`src/hw/rtl/swpf_pkg.sv`:
```
`default_nettype none
// ----------------------------------------------------------------------------
// swpf_pkg
// shared types and constants of the servo write packet framer
// ----------------------------------------------------------------------------
package swpf_pkg;

   // command codes
   localparam logic [2:0] OP_LED    = 3'd0;
   localparam logic [2:0] OP_WHEEL  = 3'd1;
   localparam logic [2:0] OP_LIMITS = 3'd2;
   localparam logic [2:0] OP_GOAL   = 3'd3;
   localparam logic [2:0] OP_TORQUE = 3'd4;

   // configuration register indexes
   localparam logic CSR_JOINT_CW  = 1'b0;
   localparam logic CSR_JOINT_CCW = 1'b1;

   localparam int unsigned LIMIT_W = 10;
   localparam logic [LIMIT_W-1:0] JOINT_CW_RESET  = 10'd0;
   localparam logic [LIMIT_W-1:0] JOINT_CCW_RESET = 10'd1023;

   // frame bytes
   localparam logic [7:0] SYNC_BYTE    = 8'hFF;
   localparam logic [7:0] INSTR_WRITE  = 8'h03;
   localparam logic [7:0] ADDR_LIMITS  = 8'h06;
   localparam logic [7:0] ADDR_TORQUE  = 8'h18;
   localparam logic [7:0] ADDR_LED     = 8'h19;
   localparam logic [7:0] ADDR_GOAL    = 8'h1E;
   localparam logic [7:0] ADDR_SPEED   = 8'h20;
   localparam logic [7:0] LEN_OVERHEAD = 8'h03;

   // byte offset of the second frame within a command
   localparam logic [4:0] FRAME1_START = 5'd11;

   typedef struct packed {
      logic [2:0]  operation;
      logic [7:0]  servo_id;
      logic [7:0]  byte_value;
      logic [15:0] speed_word;
      logic [15:0] position_word;
      logic [15:0] cw_limit;
      logic [15:0] ccw_limit;
   } cmd_type;

   typedef struct packed {
      logic [7:0] tx_byte;
      logic       end_of_frame;
      logic       last;
   } word_type;

endpackage : swpf_pkg
`default_nettype wire

```
`src/hw/rtl/swpf_framer.sv`:
```
`default_nettype none
// ----------------------------------------------------------------------------
// swpf_framer
// holds the current command and builds its frames one byte per advance
// ----------------------------------------------------------------------------
module swpf_framer (
   input  wire                              clock,
   input  wire                              reset,
   input  wire                              req_valid,
   output logic                             req_stall,
   input  swpf_pkg::cmd_type                req_cmd,
   input  wire [swpf_pkg::LIMIT_W-1:0]      joint_cw,
   input  wire [swpf_pkg::LIMIT_W-1:0]      joint_ccw,
   input  wire                              out_ready,
   output logic                             word_load,
   output swpf_pkg::word_type               word
);
   import swpf_pkg::*;

   cmd_type    cmd_ff;
   logic       active_ff, active_in;
   logic [4:0] pos_ff, pos_in;
   logic [7:0] sum_ff, sum_in;

   logic       accept, known_op, second;
   logic [4:0] k, last_pos;
   logic [2:0] n;
   logic [7:0] addr, cur_byte;
   logic [7:0] par [4];
   logic       is_sum, is_chk;
   logic [1:0] j;

   // byte selection
   always_comb begin
      second = ((cmd_ff.operation == OP_WHEEL) || (cmd_ff.operation == OP_GOAL))
               && (pos_ff >= FRAME1_START);
      k = second ? 5'(pos_ff - FRAME1_START) : pos_ff;
      n = 3'd4;
      addr = ADDR_LIMITS;
      last_pos = 5'd10;
      par[0] = cmd_ff.cw_limit[7:0];
      par[1] = cmd_ff.cw_limit[15:8];
      par[2] = cmd_ff.ccw_limit[7:0];
      par[3] = cmd_ff.ccw_limit[15:8];
      case (cmd_ff.operation)
         OP_LED, OP_TORQUE: begin
            n = 3'd1;
            addr = (cmd_ff.operation == OP_LED) ? ADDR_LED : ADDR_TORQUE;
            last_pos = 5'd7;
            par[0] = cmd_ff.byte_value;
         end
         OP_WHEEL: begin
            last_pos = 5'd19;
            if (second) begin
               n = 3'd2;
               addr = ADDR_SPEED;
               par[0] = cmd_ff.speed_word[7:0];
               par[1] = cmd_ff.speed_word[15:8];
            end else begin
               par[0] = 8'h00;
               par[1] = 8'h00;
               par[2] = 8'h00;
               par[3] = 8'h00;
            end
         end
         OP_GOAL: begin
            last_pos = 5'd21;
            if (second) begin
               addr = ADDR_GOAL;
               par[0] = cmd_ff.position_word[7:0];
               par[1] = cmd_ff.position_word[15:8];
               par[2] = cmd_ff.speed_word[7:0];
               par[3] = cmd_ff.speed_word[15:8];
            end else begin
               par[0] = joint_cw[7:0];
               par[1] = {6'd0, joint_cw[LIMIT_W-1:8]};
               par[2] = joint_ccw[7:0];
               par[3] = {6'd0, joint_ccw[LIMIT_W-1:8]};
            end
         end
         default: ;
      endcase

      j = 2'(k - 5'd6);
      is_sum = 1'b1;
      is_chk = 1'b0;
      case (k)
         5'd0, 5'd1: begin
            cur_byte = SYNC_BYTE;
            is_sum = 1'b0;
         end
         5'd2: cur_byte = cmd_ff.servo_id;
         5'd3: cur_byte = {5'd0, n} + LEN_OVERHEAD;
         5'd4: cur_byte = INSTR_WRITE;
         5'd5: cur_byte = addr;
         default: begin
            if (k < 5'({2'd0, n} + 5'd6)) begin
               cur_byte = par[j];
            end else begin
               cur_byte = ~sum_ff;
               is_sum = 1'b0;
               is_chk = 1'b1;
            end
         end
      endcase
   end

   // sequencing
   always_comb begin
      word_load = active_ff && out_ready;
      req_stall = active_ff && !(word_load && (pos_ff == last_pos));
      accept = req_valid && !req_stall;
      known_op = (req_cmd.operation <= OP_TORQUE);

      word.tx_byte = cur_byte;
      word.end_of_frame = is_chk;
      word.last = (pos_ff == last_pos);

      active_in = active_ff;
      pos_in = pos_ff;
      sum_in = sum_ff;
      if (word_load) begin
         pos_in = 5'(pos_ff + 5'd1);
         if (word.last) begin
            active_in = 1'b0;
         end
         if (is_sum) begin
            sum_in = sum_ff + cur_byte;
         end else if (!is_chk) begin
            sum_in = 8'h00;
         end
      end
      if (accept) begin
         active_in = known_op;
         pos_in = 5'd0;
      end
   end

   always_ff @(posedge clock) begin
      if (reset) begin
         active_ff <= 1'b0;
         pos_ff <= 5'd0;
         sum_ff <= 8'h00;
      end else begin
         active_ff <= active_in;
         pos_ff <= pos_in;
         sum_ff <= sum_in;
      end
   end

   always_ff @(posedge clock) begin
      if (accept) begin
         cmd_ff <= req_cmd;
      end
   end

endmodule : swpf_framer
`default_nettype wire

```
`src/hw/rtl/swpf_out_stage.sv`:
```
`default_nettype none
// ----------------------------------------------------------------------------
// swpf_out_stage
// result register between the framer and the byte channel
// ----------------------------------------------------------------------------
module swpf_out_stage (
   input  wire                  clock,
   input  wire                  reset,
   input  wire                  word_load,
   input  swpf_pkg::word_type   word,
   output logic                 out_ready,
   output logic                 rsp_valid,
   input  wire                  rsp_stall,
   output swpf_pkg::word_type   rsp_word
);
   import swpf_pkg::*;

   logic     valid_ff, valid_in;
   word_type word_ff;

   always_comb begin
      out_ready = !valid_ff || !rsp_stall;
      valid_in = word_load ? 1'b1 : (valid_ff && rsp_stall);
   end

   always_ff @(posedge clock) begin
      if (reset) begin
         valid_ff <= 1'b0;
      end else begin
         valid_ff <= valid_in;
      end
   end

   always_ff @(posedge clock) begin
      if (word_load) begin
         word_ff <= word;
      end
   end

   assign rsp_valid = valid_ff;
   assign rsp_word = word_ff;

endmodule : swpf_out_stage
`default_nettype wire

```
`src/hw/rtl/servo_write_packet_framer_unit.sv`:
```
`default_nettype none
// ----------------------------------------------------------------------------
// servo_write_packet_framer_unit
// turns one servo command into write-instruction frames, one byte per word
// ----------------------------------------------------------------------------
// Each accepted command is sent as one or two frames of the form FF FF, id,
// length, 03, address, little-endian parameters, inverted checksum. led and
// torque give 8 bytes, angle limits 11, wheel speed 20 and goal position 22;
// one byte leaves the result register per cycle while the receiver does not
// stall. The next command is taken in the same cycle as the final byte of the
// current one enters the result register, so back-to-back commands leave no
// gap on the bus. Commands with an unknown operation code are taken and
// produce no bytes. The joint limits are read when the goal position frames are
// built, so write them only while no command is in flight.
// ----------------------------------------------------------------------------
module servo_write_packet_framer_unit (
   input  wire         clock,
   input  wire         reset,
   // command words
   input  wire         req_valid,
   output logic        req_stall,
   input  wire [2:0]   req_operation,
   input  wire [7:0]   req_servo_id,
   input  wire [7:0]   req_byte_value,
   input  wire [15:0]  req_speed_word,
   input  wire [15:0]  req_position_word,
   input  wire [15:0]  req_cw_limit,
   input  wire [15:0]  req_ccw_limit,
   // byte words
   output logic        rsp_valid,
   input  wire         rsp_stall,
   output logic [7:0]  rsp_tx_byte,
   output logic        rsp_end_of_frame,
   output logic        rsp_last,
   // configuration
   input  wire         csr_we,
   input  wire         csr_index,
   input  wire [9:0]   csr_wdata
);
   import swpf_pkg::*;

   logic [LIMIT_W-1:0] joint_cw_ff;
   logic [LIMIT_W-1:0] joint_ccw_ff;
   cmd_type            req_cmd;
   word_type           word, rsp_word;
   logic               word_load, out_ready;

   // joint limits used ahead of a goal position
   always_ff @(posedge clock) begin
      if (reset) begin
         joint_cw_ff <= JOINT_CW_RESET;
         joint_ccw_ff <= JOINT_CCW_RESET;
      end else if (csr_we) begin
         case (csr_index)
            CSR_JOINT_CW:  joint_cw_ff <= csr_wdata;
            CSR_JOINT_CCW: joint_ccw_ff <= csr_wdata;
            default: ;
         endcase
      end
   end

   always_comb begin
      req_cmd.operation = req_operation;
      req_cmd.servo_id = req_servo_id;
      req_cmd.byte_value = req_byte_value;
      req_cmd.speed_word = req_speed_word;
      req_cmd.position_word = req_position_word;
      req_cmd.cw_limit = req_cw_limit;
      req_cmd.ccw_limit = req_ccw_limit;
   end

   // command register and byte builder
   swpf_framer u_framer (
      .clock     (clock),
      .reset     (reset),
      .req_valid (req_valid),
      .req_stall (req_stall),
      .req_cmd   (req_cmd),
      .joint_cw  (joint_cw_ff),
      .joint_ccw (joint_ccw_ff),
      .out_ready (out_ready),
      .word_load (word_load),
      .word      (word)
   );

   // result register toward the bus
   swpf_out_stage u_out (
      .clock     (clock),
      .reset     (reset),
      .word_load (word_load),
      .word      (word),
      .out_ready (out_ready),
      .rsp_valid (rsp_valid),
      .rsp_stall (rsp_stall),
      .rsp_word  (rsp_word)
   );

   assign rsp_tx_byte = rsp_word.tx_byte;
   assign rsp_end_of_frame = rsp_word.end_of_frame;
   assign rsp_last = rsp_word.last;

endmodule : servo_write_packet_framer_unit
`default_nettype wire

```
`config.mk`:
```
export PLATFORM = sky130hd
export DESIGN_NAME = servo_write_packet_framer_unit
export DESIGN_NICKNAME = d
export VERILOG_FILES = /design/src/hw/rtl/swpf_pkg.sv /design/src/hw/rtl/swpf_framer.sv /design/src/hw/rtl/swpf_out_stage.sv /design/src/hw/rtl/servo_write_packet_framer_unit.sv
export SDC_FILE = /design/constraint.sdc
export NUM_CORES = 1
export LEC_CHECK = 0
export BUFFER_PORTS_ARGS = -buffer_cell sky130_fd_sc_hd__buf_4
export CORE_UTILIZATION = 35
export DETAILED_ROUTE_END_ITERATION = 10
export SLEW_MARGIN = 10
export SYNTH_ARGS = -nofsm -noshare
export SYNTH_HDL_FRONTEND = slang
export SYNTH_SLANG_ARGS = --single-unit
export TNS_END_PERCENT = 30
```
`constraint.sdc`:
```
create_clock -name clock -period 6.56 [get_ports clock]
set_clock_uncertainty 0.1 [all_clocks]
set_input_delay 0.328 -clock clock [delete_from_list [all_inputs] [get_ports clock]]
set_output_delay 0.328 -clock clock [all_outputs]
set_load 0.005 [all_outputs]
```
==> results.txt, run 1 <==
- Share of total power in combinational logic: 0.101
- The via count of the first global-routing pass was 5289.
* Count of cells along the worst register-to-register path: 22
* Post-Syn Area: 6220 µm²
- Arrival time of the worst setup path: 6.21 ns
- After synthesis the netlist holds a flip-flop and latch count of 128.
- Before antenna repair, the detailed router went through 5 iterations.
* Largest net degree at the start of global routing: 59
- End of the worst register-to-register path: u_framer.sum_ff[7]
* I/O pin cnt: 111
* Part of the cycle the worst path needs: 0.908
- Placed wire-length estimate: 12500 µm
- For the pin with the worst max-slew slack, the measured transition is 0.915 ns.
- On the worst path, the slowest cell contributes a delay of 0.68 ns.
* TritonCTS clock tree: done
- CTS max path bufs: 2
- Summed over all nets, the switching power comes to 488 µW.
* Clock slew at reported path FFs: 0.06 ns
- Power spread over the standard cell area amounts to 256 nW/µm².
- Antenna violations before repair: 0
* Number of distinct library cells after synthesis: 77
- Remaining global-route overflow: 0
* Setup tns final: 0 ns
- Summing all placed instances gives a cell area of 7210 µm².
* Ys flop type: edfxtp_1
* Number of stages on the worst hold path: 3
* Clock network latency to the later pin of the worst-skew pair: 0.42 ns
* Number of failing setup endpoints in the final timing report: 0
- Overall track demand over capacity in global routing: 0.208
- Once the clock tree was built, the resizer swapped 0 gates to a different size.
- Number of cells produced by synthesis: 561
- The floorplan step set the die height to 135 µm.
* Final period demand of the worst path: 5.96 ns
- The count of buffers added on input and output ports is 110.
- DRC violation total after the first TritonRoute iteration: 524
* Warning count from the yosys run: 0
- CP max FO: 15
* Area of all placed cells without fillers: 8710 µm²
* Per-cell routed wire length: 18.5 µm
- Number of routed nets with antenna violations: 0
- Using the TritonRoute via totals, the vias-per-cell ratio works out to 5.39.
* Fraction of layout instances using a drive strength above 1: 0.227
- Critical path's slowest cell: dfxtp_1
* Number of enable flip-flop cells after synthesis: 93
* Sequential fraction of design power: 0.421
- Critical path destination: u_framer.sum_ff[7]
* Mean instance size in the synthesized netlist: 11.1 µm²
- Finished Core Util: 0.502
- Launching element type of the critical path: register
- Depth of the CTS H-tree: 4
- Routability-driven placement finished with a final weighted congestion of 0.917.
- Counting buffers and inverters, the worst setup path is 22 cells deep.
- The floorplan step defined a die boundary enclosing 18300 µm².
- For this configuration, the core starts out at a cell density of 0.359.
- Run status: completed
- The worst setup path is captured at a register.
- The worst register-to-register path has a setup slack of 0.60 ns.
- Final routed DRC violation total: 0
- WL final: 18100 µm
- The tightest min-delay check is of the in -> reg type.
* Worst path bufs/invs: 0
* Maximum clock frequency: 168 MHz
* Final net count: 854
- Endpoint required time on the critical path: 6.81 ns
- Standard cell core area: 17400 µm²
* Max transition margin: 0.375
- P_leak: 3.28 nW
- Worst Setup SP: u_framer.pos_ff[1]
* Final slew viol count: 0
- Max-cap violations in this run came to 0.
* Net count of the mapped netlist: 670
* Final Hold Violating Endpoints: 0
* Num CTS Buffers: 17
- The internal power of the cells totals 1.74 mW.
- The cell sitting at the root of the clock tree is a clkbuf_16.
- R2R Path Start: u_framer.pos_ff[1]
- The signal on the critical path passes through ha_1, a211oi_4, o21ai_2, nand2_1, nor2_1, xnor2_1, ha_1, nand2_1, a311oi_2, or2_1, nor2_1, a221oi_1, ha_1, a21o_1, a21oi_1, nor2_1, a211oi_1, nor2b_1, o21a_1, a211o_1, a2111o_1, a31oi_1.
- 0 antenna diodes ended up in the layout.
- The share of the Yosys chip area taken by registers is 0.561.
* Share of synthesized flip-flops with an asynchronous set or reset: 0
* Setup repair after global routing missed its margin: false
- The routed layout has 5302 vias.
- The initialized floorplan defines 48 standard-cell rows.
* Count of clock tree sinks: 128
- IR Drop Worst-Case VDD: 188 µV
- Die extent in x: 135 µm
* Class of the most critical setup path: reg -> reg
* Sw Share: 0.219
* Area added between synthesis and finish: 40.0%
* CP delay by family, top: compound AO/OA/AOI/OAI gates
- Clk network pwr share: 0.478
- Wire length of the first global-routing pass: 28400 µm
==> placed cells by master (no fill, tap or decap), types with 4 or more instances in the layout <==
| master | instances |
|---|---|
| buf_4 | 119 |
| edfxtp_1 | 93 |
| dlygate4sd3_1 | 83 |
| nand2_1 | 68 |
| a21oi_1 | 53 |
| nor2_1 | 40 |
| dfxtp_1 | 35 |
| o21ai_0 | 19 |
| mux2i_1 | 17 |
| clkbuf_16 | 17 |
| and3_1 | 12 |
| a211o_1 | 12 |
| nor3_1 | 11 |
| xnor2_1 | 9 |
| ha_1 | 9 |
| a31oi_1 | 8 |
| a211oi_1 | 8 |
| o211ai_1 | 8 |
| a22oi_1 | 8 |
| a221oi_1 | 7 |
| inv_1 | 6 |
| o22ai_1 | 6 |
| a311oi_1 | 6 |
| bufinv_16 | 6 |
| a21o_1 | 5 |
| nand2b_1 | 5 |
| nand4_1 | 5 |
| clkinv_2 | 4 |
| nor2b_1 | 4 |
| nand3_1 | 4 |
==> worst reg2reg max path: cells and delay by family, from the launching register on <==
kind	cells	cell delay [ns]
DFF	1	0.68
AOI/OAI and AO/OA	11	2.78
xor gates and xnor gates	1	0.08
and+or+nand+nor	7	1.08
adders and majority gates	3	1.16
==> metrics by stage <==
step                      total power [mW]  hold slack, ns  setup WS [ns]  instances
after floorplan                       1.05           0.327           1.32        561
after global placement                1.14           0.341           1.02        868
after detailed placement              1.14           0.352          0.774        868
after CTS                             2.25          0.0247          0.719        983
after global routing                  2.30          0.0562          0.190        983
final                                 2.23          0.0441          0.603        983
==> cell type report <==
type | count | area (µm²)
clock buffer | 18 | 429
clock inverter | 14 | 238
fill | 1512 | 8650
inverter | 9 | 35.0
multi-input combinational | 387 | 2510
sequential | 128 | 3490
tap | 225 | 282
timing repair buffer | 202 | 1720
==> worst min path at each step <==
stage / start / to / slack, ns
CTS: rsp_stall / u_out.rsp_valid / 0.02
floorplan: req_ccw_limit[0] / u_framer.cmd_ff[0] / 0.33
global placement: joint_cw_ff[2] / joint_cw_ff[2] / 0.34
finish: rsp_stall / u_out.rsp_valid / 0.04
detailed placement: joint_cw_ff[9] / joint_cw_ff[9] / 0.35
global route: csr_wdata[9] / joint_cw_ff[9] / 0.06
==> metal layers <==
metal,share of wire,global-route usage,vias up
met3,0.058,0.0438,47
met1,0.42,0.263,2542
met4,0.036,0.114,0
met2,0.48,0.333,206
met5,0,0,-
li1,-,-,2507
==> sequential cells by signal, indices dropped and copies added (netlist names) <==
register and flops:
joint_ccw_ff 10, joint_cw_ff 10, u_framer.active_ff 1, u_framer.cmd_ff 83, u_framer.pos_ff 5, u_framer.sum_ff 8
u_out.rsp_valid 1, u_out.rsp_word 10
==> cell usage after synthesis (all sizes together) (8+ instances only) <==
library cell	count	share of area
o21ai	22	0.018
a211oi	9	0.013
xnor2	9	0.013
edfxtp	93	0.45
a21oi	57	0.051
nand2	69	0.042
a22oi	8	0.0097
nor3	11	0.0088
mux2i	17	0.027
nor2	41	0.026
and3	12	0.012
buf	15	0.017
clkbuf	22	0.013
ha	9	0.018
a31oi	8	0.0080
inv	8	0.0048
dfxtp	35	0.11
a211o	12	0.017
o211ai	8	0.0097
==> power by group through the flow <==
stage / Sequential [mW] / Combinational [mW] / Clock, mW
2_1_floorplan: 0.948 / 0.0984 / 0
3_3_place_gp: 0.957 / 0.181 / 0
3_5_place_dp: 0.956 / 0.184 / 0
4_1_cts: 0.940 / 0.223 / 1.09
5_1_grt: 0.943 / 0.244 / 1.12
6_report: 0.939 / 0.225 / 1.07
==> cells by family after synthesis <==
kind of cell               after synthesis  share of synthesized area
AOI/OAI and AO/OA                      182                      0.209
buffers and inverters                   46                     0.0358
DFF                                    128                      0.561
xor gates and xnor gates                11                     0.0155
muxes                                   19                     0.0328
adders and majority gates               10                     0.0213
and+or+nand+nor                        165                      0.124
==> what timing repair did <==
| action | 4_1_cts | 5_1_grt |
|---|---|---|
| buffers inserted | 0 | 0 |
| hold buffers | 83 | 0 |
| endpoints found under the setup margin | 0 | 0 |
| hold endpoints to repair | 83 | 0 |
(Power assumes the default switching activity.)
==> run 2, diff against run 1 <==
REMOVE_ABC_BUFFERS = 1   (was default)
==> results.txt, run 2 (synthesized netlist as in run 1, its figures left out) <==
- Most used cells in the layout excluding fill and tap cells: buf_4, edfxtp_1, dlygate4sd3_1, nand2_1, a21oi_1
* Most heavily used metal layer in global routing: met2
* Height of the die: 135 µm
* TritonCTS clock tree: done
- Cell seen most often among critical-path stages: nor2_1
- The first TritonRoute pass finished after 5 iterations.
* Largest register by flop count: u_framer.cmd_ff
* FILL cells: 1558
- Arrival time of the worst setup path: 6.15 ns
- Final routed DRC violation total: 0
- Critical path, cell by cell: ha_1, a211oi_4, o21ai_2, nand2_1, nor2_1, xnor2_1, ha_1, nand2_1, o221ai_1, nor2_1, nor2_1, a221oi_1, ha_1, a21o_1, a21oi_1, nor2_1, a211oi_1, nor2b_1, o21a_1, a211o_1, a2111o_1, a31oi_1
- Root buffer cell: clkbuf_16
- Setup violations remaining at the end of the flow were counted as 0.
- Number of buffer cells added on primary ports: 110
- The library cell used most frequently in the layout, excluding fill and tap cells, is buf_4.
* Final slew viol count: 0
- Fraction of layout instances using a drive strength above 1: 0.227
- Launching element type of the critical path: register
- Clock slew at reported path FFs: 0.06 ns
- Placed wire-length estimate: 12400 µm
- Count of clock tree sinks: 128
* Cell row count: 48
- The path class of the tightest hold or removal check is in -> reg.
- Largest net degree at the start of global routing: 55
* Per-cell routed wire length: 18.5 µm
* Run status: completed
* Final net count: 854
- After routing the design area is 8600 µm².
* Overall track demand over capacity in global routing: 0.208
- The initial antenna violation count is 0.
- The largest individual stage delay along the critical path comes from the cell dfxtp_1.
- Max transition margin: 0.476
- Average via count per standard cell: 5.43
* Remaining global-route overflow: 0
* Weighted congestion reported at the end of routability-driven placement: 0.906
- Of the total power, the clock network draws 0.434.
- Internal portion of total power: 1.56 mW
- CP max FO: 15
* CTS max path bufs: 2
- CTS built an H-tree with a depth of 4.
* Setup repair after global routing missed its margin: false
- After routing, the total negative slack on setup checks comes to 0 ns.
* Num CTS Buffers: 17
- Max-cap violations in this run came to 0.
- # diodes: 0
- Relative to the synthesized area, the layout overhead comes to 38.2%.
- Power spread over the standard cell area amounts to 239 nW/µm².
* Standard cell core area: 17400 µm²
- For this configuration, the core starts out at a cell density of 0.359.
- Global-route track usage on met1: 0.257
- The analysis attributes to cell leakage a power of 3.23 nW.
* Switching component of the power: 495 µW
- Static timing analysis puts the maximum clock frequency at 169 MHz.
* Count of vias placed by the detailed router: 5338
- Share of total power in combinational logic: 0.110
- Endpoint required time on the critical path: 6.80 ns
- For the worst-skew pair, the clock arrives at the later sink with an insertion delay of 0.42 ns.
- The clock period could shrink to 5.90 ns.
- In the finished design, the share of the clock period the worst path needs comes to 0.900.
- Of the total power, registers draw 0.456.
- For the pin with the worst max-slew slack, the measured transition is 0.786 ns.
* Die extent in x: 135 µm
* Sw Share: 0.240
- I/O pin cnt: 111
- The largest single stage delay on the critical path is 0.67 ns.
- DRC violation total after the first TritonRoute iteration: 522
* IR Drop Worst-Case VDD: 173 µV
- The hold violation total from the final report was 0.
* PostCTS Resize Cnt: 0
* Wire length of the first global-routing pass: 28400 µm
- The critical path is of the reg -> reg type.
- WL final: 18200 µm
- After detailed placement, the total cell area comes to 7220 µm².
* Postcts setup bufs: 0
* Hold-fix buffer count after cts: 82
- The die covers 18300 µm².
- The register with the most flip-flops in the layout has 83 of them.
* Number of routed nets with antenna violations: 0
- Worst Setup End Kind: register
* Vias in the first global route: 5385
- For this run, global-route usage on met2 was measured as 0.344.
- For this run, global-route usage on met3 was measured as 0.0501.
==> run 2: cell count changes in the layout (fill, tap and decap cells not counted), sizes merged <==
cell         previous run  this run
buf                   119       120
inv                     9        11
dlygate4sd3            83        82
bufinv                  6         1
clkbuf                 18        19
clkinv                  7         9
==> run 2: path summary, 6_finish.rpt <==
check	start	slack [ns]	endpoint	depth (start not counted)
setup / recovery	u_framer.pos_ff[1]	0.66	u_framer.sum_ff[7]	22
hold reg to reg	joint_cw_ff[4]	0.36	joint_cw_ff[4]	2
setup reg to reg	u_framer.pos_ff[1]	0.66	u_framer.sum_ff[7]	22
hold / removal	req_operation[0]	0.01	u_framer.cmd_ff[80]	1
==> run 2: cell type report <==
type                    count  area, µm²  area share
flip-flops and latches    128       3490       0.406
multi-input cells         387       2510       0.292
repair buffers            202       1720       0.200
clock buffers              19        443      0.0515
well taps                 225        282      0.0327
clock inverters            13        114      0.0132
inverters                   9       35.0     0.00407
==> run 2: critical path: cells and delay by family (launching register included) <==
| family | cells | cell delay, ns |
|---|---|---|
| AOI/OAI and AO/OA | 11 | 2.56 |
| DFF | 1 | 0.67 |
| xor gates and xnor gates | 1 | 0.13 |
| adders and majority gates | 3 | 1.08 |
| and+or+nand+nor | 7 | 1.27 |
==> run 2: power by group through the flow <==
stage / combinational [mW] / sequential [mW] / clock (mW)
final: 0.226 / 0.940 / 0.893
after detailed placement: 0.185 / 0.956 / 0
after floorplan: 0.0857 / 0.952 / 0
after CTS: 0.224 / 0.940 / 0.909
after global placement: 0.182 / 0.956 / 0
after global routing: 0.244 / 0.943 / 0.943
==> run 2: metal layers <==
| layer | up-vias | part of all wire |
|---|---|---|
| li1 | 2516 | - |
| met1 | 2549 | 0.42 |
| met2 | 237 | 0.49 |
| met3 | 36 | 0.064 |
| met4 | 0 | 0.029 |
| met5 | - | 0 |
==> run 2: through the flow <==
step	utilization	hold slack [ns]	total power, mW	worst slack (ns)	instances
after global routing	0.495	0.000791	2.13	0.100	983
after global placement	0.416	0.339	1.14	1.01	869
after detailed placement	0.416	0.348	1.14	0.757	869
final	0.495	0.0139	2.06	0.657	983
after CTS	0.495	0.00468	2.07	0.722	983
after floorplan	-	0.297	1.04	0.457	524
